$ cat src/sv/fmg_pkg.sv
package fmg_pkg;

	// shape code carried with every result
	typedef enum logic [1:0] {
		KIND_LEFT  = 2'd0,
		KIND_TRI   = 2'd1,
		KIND_TRAP  = 2'd2,
		KIND_RIGHT = 2'd3
	} shape_kind_t;

	// how the grade of a word is formed at the end of the chain
	typedef enum logic [1:0] {
		CLS_ZERO = 2'd0,
		CLS_ONE  = 2'd1,
		CLS_EDGE = 2'd2
	} grade_cls_t;

	// sideband that travels along the chain with each word
	typedef struct packed {
		shape_kind_t kind;
		grade_cls_t  cls;
	} fmg_tag_t;

	localparam int KIND_W = 2;

endpackage

$ cat src/sv/fmg_front.sv
module fmg_front import fmg_pkg::*; #(
	parameter int VW = 16
) (
	input  logic                 clk,
	input  logic                 arst_n,
	input  logic                 in_valid,
	output logic                 in_ready,
	input  logic signed [VW-1:0] sample,
	input  logic signed [VW-1:0] break_a,
	input  logic signed [VW-1:0] break_b,
	input  logic signed [VW-1:0] break_c,
	input  logic signed [VW-1:0] break_d,
	output logic                 out_valid,
	input  logic                 out_ready,
	output fmg_tag_t             tag_s1,
	output logic        [VW-1:0] cen_s1,
	output logic        [VW-1:0] rem_s1,
	output logic        [VW-1:0] den_s1
);

	localparam int DW = VW + 1;

	logic signed [DW-1:0] rise_num, rise_den, fall_num, fall_den, cen_sum;
	shape_kind_t          kind;
	grade_cls_t           cls;
	logic                 use_fall;
	logic                 adv;

	// edge differences at full width; only taken when positive and below VW bits
	assign rise_num = DW'(sample) - DW'(break_a);
	assign rise_den = DW'(break_b) - DW'(break_a);
	assign fall_num = DW'(break_d) - DW'(sample);
	assign fall_den = DW'(break_d) - DW'(break_c);
	assign cen_sum  = DW'(break_a) + DW'(break_d);

	// shape selection and range tests
	always_comb begin
		cls      = CLS_ZERO;
		use_fall = 1'b0;
		priority if (break_a == break_b) begin
			kind = KIND_LEFT;
			if (sample <= break_c) begin
				cls = CLS_ONE;
			end else if (sample < break_d) begin
				cls      = CLS_EDGE;
				use_fall = 1'b1;
			end
		end else if (break_b == break_c) begin
			kind = KIND_TRI;
			if (sample == break_b) begin
				cls = CLS_ONE;
			end else if (sample > break_a && sample < break_b) begin
				cls = CLS_EDGE;
			end else if (sample > break_b && sample < break_d) begin
				cls      = CLS_EDGE;
				use_fall = 1'b1;
			end
		end else if (break_c != break_d) begin
			kind = KIND_TRAP;
			if (sample >= break_b && sample <= break_c) begin
				cls = CLS_ONE;
			end else if (sample > break_a && sample < break_b) begin
				cls = CLS_EDGE;
			end else if (sample > break_c && sample < break_d) begin
				cls      = CLS_EDGE;
				use_fall = 1'b1;
			end
		end else begin
			kind = KIND_RIGHT;
			if (sample >= break_b) begin
				cls = CLS_ONE;
			end else if (sample > break_a && sample < break_b) begin
				cls = CLS_EDGE;
			end
		end
	end

	assign in_ready = !out_valid || out_ready;
	assign adv      = in_valid && in_ready;

	always_ff @(posedge clk or negedge arst_n) begin
		if (!arst_n) begin
			out_valid <= 1'b0;
		end else if (in_ready) begin
			out_valid <= in_valid;
		end
	end

	// payload register, no reset
	always_ff @(posedge clk) begin
		if (adv) begin
			tag_s1 <= '{kind: kind, cls: cls};
			cen_s1 <= cen_sum[DW-1:1];
			rem_s1 <= use_fall ? fall_num[VW-1:0] : rise_num[VW-1:0];
			den_s1 <= use_fall ? fall_den[VW-1:0] : rise_den[VW-1:0];
		end
	end

endmodule

$ cat src/sv/fmg_div_cell.sv
module fmg_div_cell import fmg_pkg::*; #(
	parameter int VW = 16,
	parameter int QW = 15
) (
	input  logic          clk,
	input  logic          arst_n,
	input  logic          in_valid,
	output logic          in_ready,
	input  fmg_tag_t      in_tag,
	input  logic [VW-1:0] in_cen,
	input  logic [VW-1:0] in_rem,
	input  logic [VW-1:0] in_den,
	input  logic [QW-1:0] in_quo,
	output logic          out_valid,
	input  logic          out_ready,
	output fmg_tag_t      tag_q,
	output logic [VW-1:0] cen_q,
	output logic [VW-1:0] rem_q,
	output logic [VW-1:0] den_q,
	output logic [QW-1:0] quo_q
);

	logic [VW:0] rem2, diff;
	logic        ge;
	logic        adv;

	// one restoring step: shift remainder, try subtracting the divisor
	assign rem2 = {in_rem, 1'b0};
	assign diff = rem2 - {1'b0, in_den};
	assign ge   = rem2 >= {1'b0, in_den};

	assign in_ready = !out_valid || out_ready;
	assign adv      = in_valid && in_ready;

	always_ff @(posedge clk or negedge arst_n) begin
		if (!arst_n) begin
			out_valid <= 1'b0;
		end else if (in_ready) begin
			out_valid <= in_valid;
		end
	end

	always_ff @(posedge clk) begin
		if (adv) begin
			tag_q <= in_tag;
			cen_q <= in_cen;
			den_q <= in_den;
			rem_q <= ge ? diff[VW-1:0] : rem2[VW-1:0];
			quo_q <= {in_quo[QW-2:0], ge};
		end
	end

endmodule

$ cat src/sv/fuzzy_membership_grade_unit.sv
// Trapezoidal membership grade of a stream of samples.
// Path: an accepted sample passes one classify stage, then one divider cell per
// quotient bit, before it leaves as a result word.
// Throughput: one word per cycle while m_tready is high; every cell has its own valid and closes bubbles.
// Reset: arst_n clears all valid bits and sets the four break points to 0.
module fuzzy_membership_grade_unit import fmg_pkg::*; #(
	parameter int VALUE_WIDTH     = 16,
	parameter int GRADE_FRAC_BITS = 15
) (
	input  logic                   clk,
	input  logic                   arst_n,
	// configuration writes
	input  logic                   cfg_we,
	input  logic [1:0]             cfg_index,
	input  logic [VALUE_WIDTH-1:0] cfg_data,
	// input stream
	input  logic                   s_tvalid,
	output logic                   s_tready,
	// s_tdata: sample
	input  logic [((VALUE_WIDTH+7)/8)*8-1:0] s_tdata,
	// output stream
	output logic                   m_tvalid,
	input  logic                   m_tready,
	// m_tdata: grade, centroid
	output logic [((GRADE_FRAC_BITS+1+VALUE_WIDTH+7)/8)*8-1:0] m_tdata,
	// m_tuser: shape_kind
	output logic [KIND_W-1:0]      m_tuser
);

	localparam int VW     = VALUE_WIDTH;
	localparam int QW     = GRADE_FRAC_BITS;
	localparam int GW     = GRADE_FRAC_BITS + 1;
	localparam int OUT_TW = ((GW + VW + 7) / 8) * 8;

	localparam logic [1:0] REG_BREAK_A = 2'd0;
	localparam logic [1:0] REG_BREAK_B = 2'd1;
	localparam logic [1:0] REG_BREAK_C = 2'd2;
	localparam logic [1:0] REG_BREAK_D = 2'd3;

	logic signed [VW-1:0] break_a_q, break_b_q, break_c_q, break_d_q;

	// break point registers
	always_ff @(posedge clk or negedge arst_n) begin
		if (!arst_n) begin
			break_a_q <= '0;
			break_b_q <= '0;
			break_c_q <= '0;
			break_d_q <= '0;
		end else if (cfg_we) begin
			unique case (cfg_index)
				REG_BREAK_A: break_a_q <= cfg_data;
				REG_BREAK_B: break_b_q <= cfg_data;
				REG_BREAK_C: break_c_q <= cfg_data;
				REG_BREAK_D: break_d_q <= cfg_data;
				default: ;
			endcase
		end
	end

	// chain links: index 0 is the classify stage, QW is the last cell
	logic          vld [QW+1];
	logic          rdy [QW+1];
	fmg_tag_t      tag [QW+1];
	logic [VW-1:0] cen [QW+1];
	logic [VW-1:0] rem [QW+1];
	logic [VW-1:0] den [QW+1];
	logic [QW-1:0] quo [QW+1];

	fmg_front #(.VW(VW)) u_front (
		.clk       (clk),
		.arst_n    (arst_n),
		.in_valid  (s_tvalid),
		.in_ready  (s_tready),
		.sample    (s_tdata[VW-1:0]),
		.break_a   (break_a_q),
		.break_b   (break_b_q),
		.break_c   (break_c_q),
		.break_d   (break_d_q),
		.out_valid (vld[0]),
		.out_ready (rdy[0]),
		.tag_s1    (tag[0]),
		.cen_s1    (cen[0]),
		.rem_s1    (rem[0]),
		.den_s1    (den[0])
	);
	assign quo[0] = '0;

	// one divider cell per quotient bit
	for (genvar i = 0; i < QW; i++) begin : g_cell
		fmg_div_cell #(.VW(VW), .QW(QW)) u_cell (
			.clk       (clk),
			.arst_n    (arst_n),
			.in_valid  (vld[i]),
			.in_ready  (rdy[i]),
			.in_tag    (tag[i]),
			.in_cen    (cen[i]),
			.in_rem    (rem[i]),
			.in_den    (den[i]),
			.in_quo    (quo[i]),
			.out_valid (vld[i+1]),
			.out_ready (rdy[i+1]),
			.tag_q     (tag[i+1]),
			.cen_q     (cen[i+1]),
			.rem_q     (rem[i+1]),
			.den_q     (den[i+1]),
			.quo_q     (quo[i+1])
		);
	end

	// last cell is the output register; unused remainder is dropped there
	logic [GW-1:0] grade;

	assign rdy[QW]  = m_tready;
	assign m_tvalid = vld[QW];

	always_comb begin
		unique case (tag[QW].cls)
			CLS_ONE:  grade = GW'(1) << QW;
			CLS_EDGE: grade = {1'b0, quo[QW]};
			default:  grade = '0;
		endcase
	end

	assign m_tdata = OUT_TW'({cen[QW], grade});
	assign m_tuser = tag[QW].kind;

endmodule
$ cat config.mk
export PLATFORM = sky130hd
export DESIGN_NAME = fuzzy_membership_grade_unit
export DESIGN_NICKNAME = d
export VERILOG_FILES = /design/src/sv/fmg_pkg.sv /design/src/sv/fmg_front.sv /design/src/sv/fmg_div_cell.sv /design/src/sv/fuzzy_membership_grade_unit.sv
export SDC_FILE = /design/constraint.sdc
export NUM_CORES = 2
export LEC_CHECK = 0
export ABC_CLOCK_PERIOD_IN_PS = 13300
export BUFFER_PORTS_ARGS = -buffer_cell sky130_fd_sc_hd__buf_2
export CAP_MARGIN = 15
export CORE_MARGIN = 10
export CORE_UTILIZATION = 30
export CTS_CLUSTER_DIAMETER = 60
export DETAILED_ROUTE_END_ITERATION = 10
export PLACE_DENSITY = 0.41
export SKIP_CTS_REPAIR_TIMING = 1
export SKIP_LAST_GASP = 1
export SLEW_MARGIN = 10
export SYNTH_ARGS = -nofsm -noshare
export SYNTH_HDL_FRONTEND = slang
export SYNTH_SLANG_ARGS = --single-unit
$ cat constraint.sdc
create_clock -name clk -period 13.3 [get_ports clk]
set_input_delay 1.33 -clock clk [delete_from_list [all_inputs] [get_ports clk]]
set_output_delay 1.33 -clock clk [all_outputs]
set_load 0.005 [all_outputs]
# Word-level counts from Yosys, hierarchy flattened
# Index checks and enable logic that the tools add are counted.
# op_classes
n_addsub	19
n_lt_le_gt_ge	22
eq_ne	9
muxes	43
reduce_logical	58
# ops
cell	count
16-bit subtractor	18
16-bit 2-to-1 mux	16
17-bit by 16-bit >= comparator with 1-bit output	15
16-bit equality test	3
16-bit greater-than comparator	3
16-bit less-than comparator	2
16-bit one-hot mux with 2 select lines	1
2-bit 2-to-1 mux	13
1-bit logical AND	20
16-bit by 16-bit adder with 17-bit output	1
16-bit >= comparator	1
16-bit <= comparator	1
1-bit logical NOT	16
1-bit logical OR	16
16-bit inequality test	1
1-bit 2-to-1 mux	13
2-bit AND reduction	4
2-bit equality test (second input constant)	3
2-bit by 1-bit equality test with 1-bit output (second input constant)	2
2-bit logical NOT	1
2-bit OR reduction	1
# word_totals
ff_bits	1000
in_bits	39
output_inout_bits	36

# Logic depth before layout (Yosys ltp)
# depth
depth_word	18
ltp_mapped	12

# Modules after synthesis
# A second synthesis with hierarchy kept.
# hier_totals
cells_unflattened	4281
hier_area_um2	56940.9
# by_module_without_submodules
mod	n_inst	cells_each	area_each_um2	seq_area_each_um2
fmg_div_cell (g_cell[0].u_cell ...)	14	225	3179.3	2037.0
fmg_front	1	744	6692.7	1586.5
fmg_div_cell (g_cell[2].u_cell)	1	232	3213.1	2037.0
fuzzy_membership_grade_unit	1	155	2524.9	1601.5

# Worst setup path after synthesis
# OpenSTA, ideal clock, no wires.
# synth_timing
path_type	input -> register
from	input port m_tready
to	register g_cell[2].u_cell.cen_q[0] (enable)
t_arrival_ps	4653
required_time_ps	12799
setup_slack_ps	8146
stages	5
cell_sequence	nand4b_1 > nor2_1 > nand3_1 > nor3_1 > a31oi_1
# synth_between
elab_chain_cells	14
# synth_lines
element	line	text
from (decl)	fuzzy_membership_grade_unit.sv:23	input logic m_tready,
1-bit logical OR (13 in a row)	fmg_div_cell.sv:32	assign in_ready = !out_valid || out_ready;
1-bit logical AND	fmg_div_cell.sv:33	assign adv = in_valid && in_ready;
via g_cell[2].u_cell.adv	fmg_div_cell.sv:25	logic adv;
to (signal assigned)	fmg_div_cell.sv:46	cen_q <= in_cen;
to (decl)	fmg_div_cell.sv:17	output logic [VW-1:0] cen_q,
# The timed path passes the listed nets, and every way through them passes these cells.
# A chain may end at the register's enable or synchronous reset.

# Worst setup path after layout
# layout_timing
from	input port m_tready
to	output port s_tready
# layout_between
elab_chain_cells	16
# layout_lines
element	line	text
1-bit logical OR (15 in a row)	fmg_div_cell.sv:32	
1-bit logical OR	fmg_front.sv:78	assign in_ready = !out_valid || out_ready;
to (decl)	fuzzy_membership_grade_unit.sv:18	output logic s_tready,
# Every way passes these cells.

==> results.sh <==
export IMPL_outcome="finished, final reports clean"
export IMPL_max_clock_freq_ghz=0.1969
export IMPL_grt_util_all_layers_pct=13.03
export IMPL_p_int_mw=9.618
export IMPL_ir_drop_mv=0.1387
export IMPL_yosys_register_bits=1000
export IMPL_synth_avg_cell_area_sq_um=12.81
export IMPL_maxCapViolations=0
export IMPL_reg2regPathDepth=10
export IMPL_clock_skew_ns=0.05433
export IMPL_synth_mux_area_share_pct=6.299
export IMPL_cts_tree="built"
export IMPL_sequentialPowerShare_pct=35.7
export IMPL_endpoint_kind="output pin"
export IMPL_place_congestion=0.8357
export IMPL_drt_wirelength_per_cell_microns=18.93
export IMPL_ys_types=78
export IMPL_syn2layout_area_growth_pct=15.12
export IMPL_synth_net_count=4366
export IMPL_numCtsBuffers=135
export IMPL_synth_fa_ha_area_share_pct=9.336
export IMPL_fin_crit_ns=5.079
export IMPL_cp_start_kind="primary input"
export IMPL_viasPerCell=4.731
export IMPL_pin_count=75
export IMPL_leakagePower_nw=22.86
export IMPL_switchingPower_mw=5.312
export IMPL_grt_pass1_vias=30870
export IMPL_port_buffers=74
export IMPL_tightest_slew_ns=1.181
export IMPL_drc=0
export IMPL_cts_root_buf="clkbuf_16"
export IMPL_cp_max_fo=6
export IMPL_nets=4554
export IMPL_timing_slew_headroom_pct=21.02
export IMPL_grt_overflow=0
export IMPL_synth_xor_area_share_pct=2.971
export IMPL_whs_path_depth=0
export IMPL_setup_violations=0
export IMPL_antenna_found_initial=0
export IMPL_hpwl_microns=91470
export IMPL_finalHoldViolCount=0
export IMPL_grt_max_degree=67
export IMPL_postRouteAntennaNets=0
export IMPL_grt_pass1_wl_microns=188200
export IMPL_coreArea_sq_um=167600
export IMPL_critical_path_class="in -> out"
export IMPL_cts_htree_levels=4
export IMPL_utilization_pct=34.83
export IMPL_cp_data_required_time_ns=11.97
export IMPL_layout_commonest_cell="edfxtp_1"
export IMPL_std_cell_rows=150
export IMPL_drt_first_pass_iters=5
export IMPL_fin_tns_setup_ns=0
export IMPL_drive_gt1_share_pct=13.38
export IMPL_syn_inst=3960
export IMPL_mostFrequentLayoutCells="edfxtp_1, inv_1, ha_1, nor2_1, mux2_2"
export IMPL_clock_power_share_pct=24.3
export IMPL_die_h_microns=431.1
export IMPL_synthSimpleGateAreaFrac_pct=9.055
export IMPL_drt_wl_total_microns=122300
export IMPL_die_w_microns=431.1
export IMPL_p_per_area_nw_per_um2=255.7
export IMPL_finalMaxSlewViolations=0
export IMPL_yosys_warnings=0
export IMPL_synth_top_family_by_area="compound AO/OA/AOI/OAI gates"
export IMPL_p_comb_share_pct=40.0
export IMPL_critPathArrivalTime_ns=3.75
export IMPL_finalCritPeriodShare_pct=38.19
export IMPL_synth_cell_area_sq_um=50710
export IMPL_die_area_sq_um=185900
export IMPL_clockBufferDepth=3
export IMPL_synthFlopType="edfxtp_1"
export IMPL_vias=30560
export IMPL_sw_frac_of_total_pct=35.58
export IMPL_cts_sinks=1000
export IMPL_synth_compound_area_share_pct=10.03
export IMPL_ys_async_sr_fraction_pct=8.000
export IMPL_synth_edf_count=920
export IMPL_first_iter_violations=2102
export IMPL_hold_path_class="reg -> reg"
export IMPL_synth_seq_area_share_pct=58.42
export IMPL_insertion_delay_ns=0.78
export IMPL_rsz0062_at_grt="false"
export IMPL_clk_pin_slew_ns=0.06
export IMPL_start_util_pct=30.26
-- cell type report --
cell class                 instances  area, sq um
fill                           16410       109200
sequential                      1000        29630
multi-input combinational       2474        19210
clock buffer                     162         3501
tap                             2204         2758
inverter                         438         1644
clock inverter                    81         1074
timing repair buffer              99        560.5
antenna                            2        5.005
-- registers in the layout, summed over array words and instances (netlist names), 60 cells and up --
name                 count
g_cell.u_cell.cen_q    240
g_cell.u_cell.tag_q     60
g_cell.u_cell.quo_q    120
g_cell.u_cell.den_q    224
g_cell.u_cell.rem_q    224
-- final timing paths --
| kind | start | slack, ns | endpoint |
|---|---|---|---|
| min in group asynchronous | arst_n | 0.45 | break_c_q[9] |
| max | m_tready | 8.22 | s_tready |
| max reg2reg | g_cell[9].u_cell.den_q[1] | 9.45 | g_cell[10].u_cell.rem_q[7] |
| min | g_cell[3].u_cell.cen_q[15] | 0.39 | g_cell[4].u_cell.cen_q[15] |
| min reg2reg | g_cell[3].u_cell.cen_q[15] | 0.39 | g_cell[4].u_cell.cen_q[15] |
| max in group asynchronous | arst_n | 11.75 | break_a_q[3] |
-- cells in the mapped netlist, types with 7 or more instances --
| master | instances | share of area [%] |
|---|---|---|
| o21a_1 | 41 | 0.61 |
| xnor2_1 | 119 | 2.1 |
| or2_2 | 21 | 0.26 |
| nand2b_1 | 76 | 0.94 |
| nand3_1 | 51 | 0.50 |
| a31oi_1 | 28 | 0.35 |
| buf_2 | 10 | 0.099 |
| dfrtp_1 | 80 | 3.9 |
| buf_4 | 23 | 0.34 |
| a21o_1 | 75 | 1.1 |
| nor3_1 | 73 | 0.72 |
| xor2_1 | 53 | 0.92 |
| o211ai_1 | 26 | 0.38 |
| nor2_1 | 223 | 1.7 |
| and3_1 | 16 | 0.20 |
| o41ai_1 | 15 | 0.26 |
| o31a_1 | 7 | 0.12 |
| nand2_1 | 161 | 1.2 |
| mux2_4 | 7 | 0.21 |
| ha_1 | 348 | 8.6 |
| nor2b_1 | 71 | 0.88 |
| clkbuf_1 | 8 | 0.059 |
| o31ai_1 | 17 | 0.25 |
| a21boi_0 | 17 | 0.25 |
| o21ai_0 | 181 | 1.8 |
| and2_1 | 41 | 0.51 |
| mux2_2 | 189 | 4.2 |
| o21bai_1 | 14 | 0.21 |
| mux2_1 | 32 | 0.71 |
| nand4_1 | 67 | 0.83 |
| a311oi_1 | 9 | 0.16 |
| mux2i_1 | 60 | 1.2 |
| fa_1 | 19 | 0.75 |
| inv_1 | 438 | 3.2 |
| nor4_1 | 20 | 0.25 |
| nand3b_1 | 16 | 0.24 |
| or3_1 | 36 | 0.44 |
| o311ai_0 | 17 | 0.29 |
| a211oi_1 | 58 | 0.86 |
| edfxtp_1 | 920 | 54 |
| a21oi_1 | 158 | 1.6 |
| a221oi_1 | 12 | 0.21 |
-- through the flow --
stage	hold WS, ns	total power, mW	setup WS (ns)	area, sq um	std cells
after detailed placement	0.4045	11.41	8.211	53800	6215
final	0.3886	14.93	8.221	58380	6460
after CTS	0.3909	15.17	8.188	58370	6458
after global routing	0.3966	16.05	7.869	58370	6458
after global placement	0.4005	11.42	8.254	53800	6215
after floorplan	0.4003	9.748	8.147	50710	3960
-- per-layer routing --
metal / GRT usage [%] / vias up / wire length, microns
met2: 21.96 / 517 / 58810
li1: - / 15120 / -
met3: 2.209 / 183 / 4772
met4: 4.017 / 0 / 3095
met5: 0 / - / 0
met1: 17.04 / 14740 / 55610
-- critical path, cell delays in order --
cell and delay (ns):
buf_2 0.10, nand4b_1 0.24, nor2_1 0.36, nand3_1 0.25
nor3_1 0.78, nand3_1 0.19, nor2_1 0.18, nand3_1 0.14
buf_2 0.16
-- power by group through the flow --
stage / logic [mW] / clock network (mW) / registers (mW)
final: 5.97 / 3.63 / 5.33
after global routing: 6.73 / 3.89 / 5.43
after CTS: 6.03 / 3.76 / 5.37
after detailed placement: 5.98 / 0 / 5.43
after global placement: 5.98 / 0 / 5.43
after floorplan: 4.64 / 0 / 5.11
-- logic make-up (layout without fill, tap and decap cells) --
logic type,after synthesis,count (layout)
adder cells (fa/ha/maj),367,367
multiplexers,288,288
XOR/XNOR,172,172
buffers and inverters,486,780
other,0,2
flip-flops,1000,1000
AO/OA/AOI/OAI,748,748
AND/OR/NAND/NOR,899,899
(Power assumes the default switching activity.)
